`src/hw/rtl/assert_macros.svh`:
```
// ---------------------------------------------------------------------------
// assert_macros.svh
// assertion helpers shared by the delta-list scheduler rtl
// ---------------------------------------------------------------------------
`ifndef ASSERT_MACROS_SVH
`define ASSERT_MACROS_SVH
`ifndef ASSERT_OFF
// checked property, held off while reset is asserted
`define DLTS_ASSERT(lbl, prop, msg) \
  lbl: assert property (@(posedge clk) disable iff (!rst_n) prop) else $error(msg);
// checked property, also checked across reset
`define DLTS_ASSERT_NR(lbl, prop, msg) \
  lbl: assert property (@(posedge clk) prop) else $error(msg);
`else
`define DLTS_ASSERT(lbl, prop, msg)
`define DLTS_ASSERT_NR(lbl, prop, msg)
`endif
`endif

```
`src/hw/rtl/dlts_pkg.sv`:
```
// ---------------------------------------------------------------------------
// dlts_pkg
// shared types, codes and constants of the delta-list task scheduler
// ---------------------------------------------------------------------------
`default_nettype none

package dlts_pkg;

  localparam int DLTS_MAX_TASKS = 16;

  localparam logic [1:0] OP_ADD      = 2'd0;
  localparam logic [1:0] OP_TICK     = 2'd1;
  localparam logic [1:0] OP_DISPATCH = 2'd2;

  localparam logic [1:0] ST_DONE = 2'd0;
  localparam logic [1:0] ST_FULL = 2'd1;
  localparam logic [1:0] ST_NONE = 2'd2;

  localparam logic [7:0] RUNS_MAX = 8'hFF;

  typedef struct packed {
    logic [1:0]  op;
    logic [7:0]  task_handle;
    logic [31:0] first_delay;
    logic [31:0] repeat_period;
  } in_req_t;

  typedef struct packed {
    logic [1:0] status;
    logic [7:0] run_handle;
    logic       run_valid;
  } out_rsp_t;

  typedef struct packed {
    logic [7:0]  handle;
    logic [31:0] delay;
    logic [31:0] period;
    logic [7:0]  runs;
  } entry_t;

  localparam int ENTRY_W = $bits(entry_t);

  typedef enum logic [4:0] {
    S_IDLE,
    S_WALK_RD,
    S_WALK_CMP,
    S_SH_RD,
    S_SH_WR,
    S_PUT_HOLD,
    S_PUT_NEW,
    S_TICK_RD,
    S_TICK_WR,
    S_DSP_RD,
    S_DSP_CHK,
    S_DSP_RD1,
    S_DSP_FIX,
    S_RM_RD,
    S_RM_WR,
    S_RM_DONE,
    S_FIN
  } state_t;

  typedef enum logic [3:0] {
    ACT_NONE,
    ACT_ACCEPT,
    ACT_WALK_NEXT,
    ACT_WALK_STOP,
    ACT_SHIFT_DN,
    ACT_PUT_HOLD,
    ACT_PUT_NEW,
    ACT_TICK,
    ACT_DSP_TAKE,
    ACT_DSP_FIX,
    ACT_SHIFT_UP,
    ACT_REMOVE
  } dp_act_t;

  typedef struct packed {
    dp_act_t act;
    logic    rd_src;
    logic    load_out;
  } dp_cmd_t;

  typedef struct packed {
    logic full;
    logic cnt_zero;
    logic walk_go;
    logic walk_in;
    logic sh_first;
    logic sh_more;
    logic runs_zero;
    logic multi;
    logic rm_start;
    logic rm_more;
    logic per_nz;
    logic out_free;
  } dp_sts_t;

endpackage

`default_nettype wire

```
`src/hw/rtl/dlts_ram.sv`:
```
// ---------------------------------------------------------------------------
// dlts_ram
// simple dual-port ram, one write port, one registered read port
// ---------------------------------------------------------------------------
`default_nettype none

module dlts_ram #(
  parameter int WIDTH = dlts_pkg::ENTRY_W,
  parameter int DEPTH = dlts_pkg::DLTS_MAX_TASKS
) (
  input  wire logic                     clk,
  input  wire logic                     we,
  input  wire logic [$clog2(DEPTH)-1:0] waddr,
  input  wire logic [WIDTH-1:0]         wdata,
  input  wire logic [$clog2(DEPTH)-1:0] raddr,
  output logic      [WIDTH-1:0]         rdata
);

  logic [WIDTH-1:0] mem [DEPTH];

  always_ff @(posedge clk) begin
    if (we) begin
      mem[waddr] <= wdata;
    end
    rdata <= mem[raddr];
  end

endmodule

`default_nettype wire

```
`src/hw/rtl/dlts_ctrl.sv`:
```
// ---------------------------------------------------------------------------
// dlts_ctrl
// sequencer for add, tick and dispatch over the task table
// ---------------------------------------------------------------------------
`default_nettype none
`include "assert_macros.svh"

module dlts_ctrl (
  input  wire logic              clk,
  input  wire logic              rst_n,
  input  wire logic              in_valid,
  input  wire logic [1:0]        in_op,
  output logic                   in_stall,
  input  wire dlts_pkg::dp_sts_t sts,
  output dlts_pkg::dp_cmd_t      cmd
);
  import dlts_pkg::*;

  state_t state_r;
  state_t state_nxt;

  always_ff @(posedge clk) begin
    if (!rst_n) begin
      state_r <= S_IDLE;
    end else begin
      state_r <= state_nxt;
    end
  end

  // next state
  always_comb begin
    state_nxt = state_r;
    unique case (state_r)
      S_IDLE: begin
        if (in_valid) begin
          priority case (in_op)
            OP_ADD:      state_nxt = sts.full ? S_FIN : S_WALK_RD;
            OP_TICK:     state_nxt = sts.cnt_zero ? S_FIN : S_TICK_RD;
            OP_DISPATCH: state_nxt = sts.cnt_zero ? S_FIN : S_DSP_RD;
            default:     state_nxt = S_FIN;
          endcase
        end
      end
      S_WALK_RD:  state_nxt = S_WALK_CMP;
      S_WALK_CMP: begin
        priority if (sts.walk_go) begin
          state_nxt = S_WALK_RD;
        end else if (sts.walk_in) begin
          state_nxt = sts.sh_first ? S_SH_RD : S_PUT_HOLD;
        end else begin
          state_nxt = S_FIN;
        end
      end
      S_SH_RD:    state_nxt = S_SH_WR;
      S_SH_WR:    state_nxt = sts.sh_more ? S_SH_RD : S_PUT_HOLD;
      S_PUT_HOLD: state_nxt = S_PUT_NEW;
      S_PUT_NEW:  state_nxt = S_FIN;
      S_TICK_RD:  state_nxt = S_TICK_WR;
      S_TICK_WR:  state_nxt = S_FIN;
      S_DSP_RD:   state_nxt = S_DSP_CHK;
      S_DSP_CHK: begin
        priority if (sts.runs_zero) begin
          state_nxt = S_FIN;
        end else if (sts.multi) begin
          state_nxt = S_DSP_RD1;
        end else begin
          state_nxt = S_RM_DONE;
        end
      end
      S_DSP_RD1:  state_nxt = S_DSP_FIX;
      S_DSP_FIX:  state_nxt = sts.rm_start ? S_RM_RD : S_RM_DONE;
      S_RM_RD:    state_nxt = S_RM_WR;
      S_RM_WR:    state_nxt = sts.rm_more ? S_RM_RD : S_RM_DONE;
      S_RM_DONE:  state_nxt = sts.per_nz ? S_WALK_RD : S_FIN;
      S_FIN:      state_nxt = sts.out_free ? S_IDLE : S_FIN;
      default:    state_nxt = S_IDLE;
    endcase
  end

  // outputs
  always_comb begin
    cmd          = '0;
    cmd.act      = ACT_NONE;
    in_stall     = (state_r != S_IDLE);
    unique case (state_r)
      S_IDLE:     cmd.act = in_valid ? ACT_ACCEPT : ACT_NONE;
      S_WALK_CMP: begin
        priority if (sts.walk_go) begin
          cmd.act = ACT_WALK_NEXT;
        end else if (sts.walk_in) begin
          cmd.act = ACT_WALK_STOP;
        end else begin
          cmd.act = ACT_PUT_NEW;
        end
      end
      S_SH_RD:    cmd.rd_src = 1'b1;
      S_SH_WR:    cmd.act = ACT_SHIFT_DN;
      S_PUT_HOLD: cmd.act = ACT_PUT_HOLD;
      S_PUT_NEW:  cmd.act = ACT_PUT_NEW;
      S_TICK_WR:  cmd.act = ACT_TICK;
      S_DSP_CHK:  cmd.act = ACT_DSP_TAKE;
      S_DSP_RD1:  cmd.rd_src = 1'b1;
      S_DSP_FIX:  cmd.act = ACT_DSP_FIX;
      S_RM_RD:    cmd.rd_src = 1'b1;
      S_RM_WR:    cmd.act = ACT_SHIFT_UP;
      S_RM_DONE:  cmd.act = ACT_REMOVE;
      S_FIN:      cmd.load_out = sts.out_free;
      default:    cmd.act = ACT_NONE;
    endcase
  end

  `DLTS_ASSERT(a_cmp_after_read, state_r == S_WALK_CMP |-> $past(state_r) == S_WALK_RD, "walk compare without a table read")
  `DLTS_ASSERT(a_idle_after_load, cmd.load_out |=> state_r == S_IDLE, "result loaded but sequencer not idle")
  `DLTS_ASSERT(a_shift_reads_src, (state_r == S_SH_WR || state_r == S_RM_WR) |-> $past(cmd.rd_src), "shift write without a source read")

endmodule

`default_nettype wire

```
`src/hw/rtl/dlts_dp.sv`:
```
// ---------------------------------------------------------------------------
// dlts_dp
// task table, walk pointers, delay arithmetic and result register
// ---------------------------------------------------------------------------
`default_nettype none
`include "assert_macros.svh"

module dlts_dp #(
  parameter int MAX_TASKS = dlts_pkg::DLTS_MAX_TASKS
) (
  input  wire logic              clk,
  input  wire logic              rst_n,
  input  wire dlts_pkg::in_req_t in_req,
  input  wire dlts_pkg::dp_cmd_t cmd,
  output dlts_pkg::dp_sts_t      sts,
  output logic                   out_valid,
  input  wire logic              out_stall,
  output dlts_pkg::out_rsp_t     out_rsp
);
  import dlts_pkg::*;

  localparam int CNT_W = $clog2(MAX_TASKS + 1);
  localparam int IDX_W = $clog2(MAX_TASKS);
  localparam int CMP_W = CNT_W + 1;
  localparam logic [CNT_W-1:0] CNT_MAX = CNT_W'(MAX_TASKS);

  logic [CNT_W-1:0] count_r, count_nxt;
  logic [CNT_W-1:0] pos_r, pos_nxt;
  logic [CNT_W-1:0] src_r, src_nxt;
  logic [31:0]      rem_r, rem_nxt;
  logic [7:0]       ins_handle_r, ins_handle_nxt;
  logic [31:0]      ins_period_r, ins_period_nxt;
  entry_t           hold_r, hold_nxt;
  out_rsp_t         res_r, res_nxt;
  logic             out_valid_r, out_valid_nxt;
  out_rsp_t         out_rsp_r, out_rsp_nxt;

  logic             we;
  logic [IDX_W-1:0] waddr;
  entry_t           wdata;
  logic [IDX_W-1:0] raddr;
  logic [ENTRY_W-1:0] rd_data;
  entry_t           rd;
  logic [CMP_W-1:0] pos_w;
  logic [CMP_W-1:0] src_w;
  logic [CMP_W-1:0] cnt_w;

  assign rd    = entry_t'(rd_data);
  assign raddr = cmd.rd_src ? src_r[IDX_W-1:0] : pos_r[IDX_W-1:0];
  assign pos_w = {1'b0, pos_r};
  assign src_w = {1'b0, src_r};
  assign cnt_w = {1'b0, count_r};

  dlts_ram #(
    .WIDTH(ENTRY_W),
    .DEPTH(MAX_TASKS)
  ) u_table (
    .clk  (clk),
    .we   (we),
    .waddr(waddr),
    .wdata(wdata),
    .raddr(raddr),
    .rdata(rd_data)
  );

  always_comb begin
    sts.full      = (count_r >= CNT_MAX);
    sts.cnt_zero  = (count_r == '0);
    sts.walk_in   = (pos_r < count_r);
    sts.walk_go   = sts.walk_in && (rem_r > rd.delay);
    sts.sh_first  = (cnt_w > pos_w + 1'b1);
    sts.sh_more   = (src_w > pos_w + 1'b1);
    sts.runs_zero = (rd.runs == '0);
    sts.multi     = (count_r > CNT_W'(1));
    sts.rm_start  = (count_r > CNT_W'(2));
    sts.rm_more   = (src_w + 1'b1 < cnt_w);
    sts.per_nz    = (ins_period_r != '0);
    sts.out_free  = !out_valid_r || !out_stall;
  end

  always_comb begin
    count_nxt      = count_r;
    pos_nxt        = pos_r;
    src_nxt        = src_r;
    rem_nxt        = rem_r;
    ins_handle_nxt = ins_handle_r;
    ins_period_nxt = ins_period_r;
    hold_nxt       = hold_r;
    res_nxt        = res_r;
    we             = 1'b0;
    waddr          = '0;
    wdata          = rd;
    unique case (cmd.act)
      ACT_NONE: begin
      end
      ACT_ACCEPT: begin
        rem_nxt            = in_req.first_delay;
        ins_handle_nxt     = in_req.task_handle;
        ins_period_nxt     = in_req.repeat_period;
        pos_nxt            = '0;
        res_nxt.run_handle = '0;
        res_nxt.run_valid  = 1'b0;
        priority if (in_req.op == OP_ADD && sts.full) begin
          res_nxt.status = ST_FULL;
        end else if (in_req.op == OP_DISPATCH && sts.cnt_zero) begin
          res_nxt.status = ST_NONE;
        end else begin
          res_nxt.status = ST_DONE;
        end
      end
      ACT_WALK_NEXT: begin
        rem_nxt = rem_r - rd.delay;
        pos_nxt = pos_r + 1'b1;
      end
      ACT_WALK_STOP: begin
        hold_nxt       = rd;
        hold_nxt.delay = rd.delay - rem_r;
        src_nxt        = count_r - 1'b1;
      end
      ACT_SHIFT_DN: begin
        we      = 1'b1;
        waddr   = IDX_W'(src_r + 1'b1);
        src_nxt = src_r - 1'b1;
      end
      ACT_PUT_HOLD: begin
        we    = 1'b1;
        waddr = IDX_W'(pos_r + 1'b1);
        wdata = hold_r;
      end
      ACT_PUT_NEW: begin
        we           = 1'b1;
        waddr        = pos_r[IDX_W-1:0];
        wdata.handle = ins_handle_r;
        wdata.delay  = rem_r;
        wdata.period = ins_period_r;
        wdata.runs   = '0;
        count_nxt    = count_r + 1'b1;
      end
      ACT_TICK: begin
        we = 1'b1;
        priority if (rd.delay != '0) begin
          wdata.delay = rd.delay - 1'b1;
        end else if (rd.runs != RUNS_MAX) begin
          wdata.runs = rd.runs + 1'b1;
        end
      end
      ACT_DSP_TAKE: begin
        src_nxt = CNT_W'(1);
        if (rd.runs == '0) begin
          res_nxt.status = ST_NONE;
        end else begin
          ins_handle_nxt     = rd.handle;
          ins_period_nxt     = rd.period;
          rem_nxt            = rd.period;
          res_nxt.run_handle = rd.handle;
          res_nxt.run_valid  = 1'b1;
        end
      end
      ACT_DSP_FIX: begin
        we      = 1'b1;
        src_nxt = CNT_W'(2);
        if (rd.delay == '0 && rd.runs != RUNS_MAX) begin
          wdata.runs = rd.runs + 1'b1;
        end
      end
      ACT_SHIFT_UP: begin
        we      = 1'b1;
        waddr   = IDX_W'(src_r - 1'b1);
        src_nxt = src_r + 1'b1;
      end
      ACT_REMOVE: begin
        count_nxt = count_r - 1'b1;
        pos_nxt   = '0;
      end
      default: begin
      end
    endcase
  end

  always_comb begin
    out_rsp_nxt   = out_rsp_r;
    out_valid_nxt = out_valid_r;
    priority if (cmd.load_out) begin
      out_valid_nxt = 1'b1;
      out_rsp_nxt   = res_r;
    end else if (!out_stall) begin
      out_valid_nxt = 1'b0;
    end
  end

  always_ff @(posedge clk) begin
    if (!rst_n) begin
      count_r     <= '0;
      out_valid_r <= 1'b0;
    end else begin
      count_r     <= count_nxt;
      out_valid_r <= out_valid_nxt;
    end
  end

  always_ff @(posedge clk) begin
    pos_r        <= pos_nxt;
    src_r        <= src_nxt;
    rem_r        <= rem_nxt;
    ins_handle_r <= ins_handle_nxt;
    ins_period_r <= ins_period_nxt;
    hold_r       <= hold_nxt;
    res_r        <= res_nxt;
    out_rsp_r    <= out_rsp_nxt;
  end

  assign out_valid = out_valid_r;
  assign out_rsp   = out_rsp_r;

  `DLTS_ASSERT(a_count_bound, count_r <= CNT_MAX, "task count beyond table depth")
  `DLTS_ASSERT(a_write_in_table, we |-> (CNT_W'(waddr) <= count_r), "table write past the filled part")
  `DLTS_ASSERT(a_no_overwrite, cmd.load_out |-> (!out_valid_r || !out_stall), "pending result overwritten")
  `DLTS_ASSERT_NR(a_reset_clears_out, !rst_n |=> !out_valid_r, "result valid right after reset")

endmodule

`default_nettype wire

```
`src/hw/rtl/delta_list_task_scheduler.sv`:
```
// ---------------------------------------------------------------------------
// delta_list_task_scheduler
// cooperative task scheduler over a delay-sorted table of tasks
// ---------------------------------------------------------------------------
// usage:
//   in channel  : in_valid / in_stall / in_req, one request per op
//                 (add task, tick, dispatch); in_stall is high while a
//                 request is in progress
//   out channel : out_valid / out_stall / out_rsp, one result per request
// sequence: tick on an empty table, failed add, unused op or empty dispatch
//   go straight to the result; add walks the table, shifting later entries
//   down; a dispatch shifts the entries after the ready task up and re-adds
//   a periodic task by the add walk. the table gives one registered read per
//   cycle: each entry walked, shifted or moved takes a read state and then a
//   compare or write state. throughput: one request at a time, next one
//   taken the cycle after the result is registered
// reset: table empties (count to zero), no result pending
// stall: a finished result waits in the output register; the next request
//   is still taken, but its result keeps in_stall high until that register
//   can be loaded
// ---------------------------------------------------------------------------
`default_nettype none

module delta_list_task_scheduler #(
  parameter int MAX_TASKS = dlts_pkg::DLTS_MAX_TASKS
) (
  input  wire logic               clk,
  input  wire logic               rst_n,
  input  wire logic               in_valid,
  output logic                    in_stall,
  input  wire dlts_pkg::in_req_t  in_req,
  output logic                    out_valid,
  input  wire logic               out_stall,
  output dlts_pkg::out_rsp_t      out_rsp
);
  import dlts_pkg::*;

  dp_cmd_t cmd;
  dp_sts_t sts;

  dlts_ctrl u_ctrl (
    .clk     (clk),
    .rst_n   (rst_n),
    .in_valid(in_valid),
    .in_op   (in_req.op),
    .in_stall(in_stall),
    .sts     (sts),
    .cmd     (cmd)
  );

  dlts_dp #(
    .MAX_TASKS(MAX_TASKS)
  ) u_dp (
    .clk      (clk),
    .rst_n    (rst_n),
    .in_req   (in_req),
    .cmd      (cmd),
    .sts      (sts),
    .out_valid(out_valid),
    .out_stall(out_stall),
    .out_rsp  (out_rsp)
  );

endmodule

`default_nettype wire
```
`config.mk`:
```
export PLATFORM = sky130hd
export DESIGN_NAME = delta_list_task_scheduler
export DESIGN_NICKNAME = d
export VERILOG_FILES = /design/src/hw/rtl/dlts_pkg.sv /design/src/hw/rtl/dlts_ram.sv /design/src/hw/rtl/dlts_ctrl.sv /design/src/hw/rtl/dlts_dp.sv /design/src/hw/rtl/delta_list_task_scheduler.sv
export VERILOG_INCLUDE_DIRS = /design/src /design/src/hw/rtl
export SDC_FILE = /design/constraint.sdc
export NUM_CORES = 2
export LEC_CHECK = 0
export BUFFER_PORTS_ARGS = -buffer_cell sky130_fd_sc_hd__buf_4
export CORE_UTILIZATION = 35
export DETAILED_ROUTE_END_ITERATION = 10
export GPL_TIMING_DRIVEN = 0
export PLACE_DENSITY = 0.55
export SLEW_MARGIN = 5
export SYNTH_ARGS = -nofsm -noshare
export SYNTH_HDL_FRONTEND = slang
export SYNTH_SLANG_ARGS = --single-unit
```
`constraint.sdc`:
```
create_clock -name clk -period 30.5 [get_ports clk]
set_input_delay 6.1 -clock clk [delete_from_list [all_inputs] [get_ports clk]]
set_output_delay 6.1 -clock clk [all_outputs]
set_load 0.01 [all_outputs]
```
==> results.yml <==
synthesis:
  yosys.area_share.simple: 0.06722
  ys_async_sr_fraction: 0
  synth_nets: 4075
  syn_inst: 3903
  synth.cell_area_sq_um: 64730
  syn_area_per_cell_sq_um: 16.59
  ys_seq_area_frac: 0.7073
  ys_types: 87
  synth_edf_count: 1464
  ys.flop_type: "edfxtp_1"
  synth_top_family_by_area: "multiplexers"
  yosys_warnings: 0
  synth_area_leaders: "edfxtp_1 (68%), mux4_2 (11%), dfxtp_1 (2.8%)"
  synth_mux_area_frac: 0.1128
  synth_top_area_cell: "edfxtp_1"
  synth_compound_area_frac: 0.06286
  synth_xor_xnor_area_share: 0.01015
  synthAdderAreaFrac: 0.01840
  synth_seq_cells: 1555
  synth_top_area_frac: 0.6791
routing:
  post_drt_wl_per_cell_um: 28.24
  vias: 37060
  route.detailed.drc: 0
  ant_nets: 0
  viasPerCell: 5.422
  dr.pass1.iters: 5
  wl_um: 193000
  drtIter0Drc: 3514
cells_and_area:
  fillers: 16620
  fin_cells: 6836
  fin_area_sq_um: 75380
  final_common_cell: "edfxtp_1"
  layout_common_cells: "edfxtp_1 (1,464), nand2_1 (485), mux4_2 (320), clkbuf_16 (165), clkbuf_1 (153)"
  synthToLayoutAreaGrowth_pct: 16.45
  layout-drive-gt1-share: 0.2006
  finalNetCount: 4412
  final_util: 0.4109
  diodes: 0
die:
  die_width_um: 432.1
  core_sq_um: 183500
  rows: 157
  dieHeight_um: 432.1
  fp.dieArea_sq_um: 186700
  ios: 91
  start_util: 0.3528
cts:
  clkLatencyLatePin_ns: 0.83
  cts.sinks: 1555
  post_cts_buffers: 0
  htreeDepth: 4
  cts_tree: "done"
  cts_buffers: 160
  cts_resized: 0
  postCtsHoldBufs: 0
  path_clk_slew_ns: 0.06
  clock-root-buffer: "clkbuf_16"
  clock_path_buffers: 3
power_and_ir_drop:
  p_leak_uw: 0.02488
  combPwrFrac: 0.207
  vdd_drop_max_uv: 66.41
  p_sw_uw: 1759
  clock_power_share: 0.333
  swShare: 0.2963
  p_int_uw: 4178
  seq_power_share: 0.460
  power.density_nw_per_um2: 78.76
critical_path:
  endpoint_kind: "flop"
  r2r_cells: 12
  crit_path_start: "in_valid"
  critPathMaxFanout: 10
  worst_path_dominant_cell_family: "simple AND/OR/NAND/NOR gates"
  crit_path_max_incr_delay_ns: 0.74
  cp.depth: 16
  r2r_setup_slack_ns: 24.32
  cp.arrival_ns: 10.85
  crit_path_top_delay_cell: "nor3b_2"
  criticalPathCategory: "input port to flop"
  cp_common_cell: "buf_4"
  cp-start-kind: "input port"
  regToRegEndpoint: "u_dp.u_table.mem[0][59]"
  reg2reg_from: "u_dp.u_table.rdata[56]"
  cp-endpoint: "u_dp.u_table.mem[11][68]"
  cp_num_buf_inv: 8
  cp.required_ns: 31.01
  cp_cell_sequence: "buf_4 -> a22oi_1 -> nor2_2 -> nor3_4 -> nand2_1 -> nor2_1 -> buf_4 -> a21o_1 -> o221ai_1 -> nor3b_2 -> buf_6 -> buf_6 -> buf_4 -> buf_4 -> buf_4 -> buf_6"
global_routing:
  grt_pass1_wl_um: 275200
  overflow: 0
  grt_max_degree: 43
  grt_usage: 0.2066
  antenna_found_initial: 8
  grt_pass1_vias: 37450
place:
  dp_hpwl_um: 137800
  place.port_buffers: 90
  gpl.final_weighted_congestion: 0.9431
  place_ws_ns: 19.36
  place_area_sq_um: 70090
  placedCellCount: 6541
timing:
  finalCritPeriodShare: 0.3392
  relSlewSlack: 0.05900
  timing.final.ws_setup_ns: 20.16
  slew_viol_final: 0
  worst_slew_pin_slew_ns: 1.402
  fmax_mhz: 96.67
  period_needed_ns: 10.34
  hold_viol_final: 0
  fin_worst_skew_ns: 0.05260
  fin_tns_setup_ns: 0
  finalSetupViolCount: 0
  grt_setup_unrepaired: "false"
run:
  drv_cap: 0
run_status:
  status: "complete, no violations"
hold_path:
  worstHoldPathType: "flop to flop"
==> cell families (layout without fill, tap and decap cells) <==
group | count (synthesis) | after routing
AO/OA/AOI/OAI | 597 | 597
flip-flops | 1555 | 1555
buffers and inverters | 312 | 781
XOR/XNOR | 75 | 75
adder cells (fa/ha/maj) | 94 | 94
AND/OR/NAND/NOR | 942 | 942
multiplexers | 328 | 328
==> routing by layer <==
layer,track usage,part of all wire,up-vias
met5,0,0,-
met4,0.1021,0.052,0
met3,0.02934,0.054,308
met2,0.3406,0.49,1236
met1,0.2672,0.41,19400
li1,-,-,16120
==> worst reg2reg max path, stage by stage, from the launching register on <==
cell and delay (ns):
dfxtp_1 0.52, inv_1 0.15, ha_1 0.30, clkbuf_1 0.52, nand4_1 0.22, nor4_1 0.68
nand3_1 0.16, a21boi_1 0.75, or2_4 0.78, buf_16 0.34, o21ai_1 0.35, o311ai_1 0.38
o2bb2ai_1 0.61
==> registers in the layout, summed over array words and instances (netlist names) <==
signal              count
u_ctrl.state_r          5
u_dp.count_r            5
u_dp.hold_r            80
u_dp.ins_handle_r       8
u_dp.ins_period_r      32
u_dp.out_rsp           11
u_dp.out_valid          1
u_dp.pos_r              5
u_dp.rem_r             32
u_dp.res_r             11
u_dp.src_r              5
u_dp.u_table.mem     1280
u_dp.u_table.rdata     80
==> synthesized netlist by cell type (91+ instances only) <==
library cell and number:
a211oi_1 93, a21oi_1 102, a31oi_1 91, and2_1 99
clkbuf_1 116, dfxtp_1 91, edfxtp_1 1464, ha_1 92
inv_1 91, mux4_2 320, nand2_1 485, nor2_1 125
==> how the worst min path moves through the flow <==
| stage | startpoint | endpoint | slack (ns) | depth (start not counted) |
|---|---|---|---|---|
| after floorplan | u_dp.res_r[0] | u_dp.out_rsp[0] | 0.40 | 0 |
| after global placement | u_dp.res_r[1] | u_dp.out_rsp[1] | 0.41 | 0 |
| after detailed placement | u_dp.res_r[2] | u_dp.out_rsp[2] | 0.41 | 0 |
| after CTS | u_dp.res_r[2] | u_dp.out_rsp[2] | 0.42 | 0 |
| after global routing | u_dp.res_r[4] | u_dp.out_rsp[4] | 0.42 | 0 |
| final | u_dp.res_r[4] | u_dp.out_rsp[4] | 0.42 | 0 |
==> power groups by stage <==
stage / combinational (uW) / clock [uW] / sequential, uW
final: 1230 / 1980 / 2730
after global routing: 1330 / 2090 / 2740
after CTS: 1230 / 2010 / 2730
after detailed placement: 1220 / 0 / 2770
after global placement: 1190 / 0 / 2780
after floorplan: 779 / 0 / 2720
==> metrics by stage <==
step | hold WS, ns | power [uW]
finish | 0.4187 | 5937
detailed placement | 0.4065 | 3996
floorplan | 0.4003 | 3499
CTS | 0.4210 | 5970
global placement | 0.4068 | 3970
global route | 0.4242 | 6156
==> layout make-up <==
| type | instances | area [sq um] | area share |
|---|---|---|---|
| clock inverter | 83 | 887.1 | 0.01177 |
| timing repair buffer | 175 | 2096 | 0.02780 |
| multi-input combinational | 2036 | 17790 | 0.2360 |
| inverter | 93 | 349.1 | 0.004631 |
| sequential | 1555 | 45780 | 0.6074 |
| tap | 2464 | 3083 | 0.04090 |
| clock buffer | 211 | 4362 | 0.05786 |
| buffer | 219 | 1033 | 0.01371 |
(Power assumes the default switching activity.)
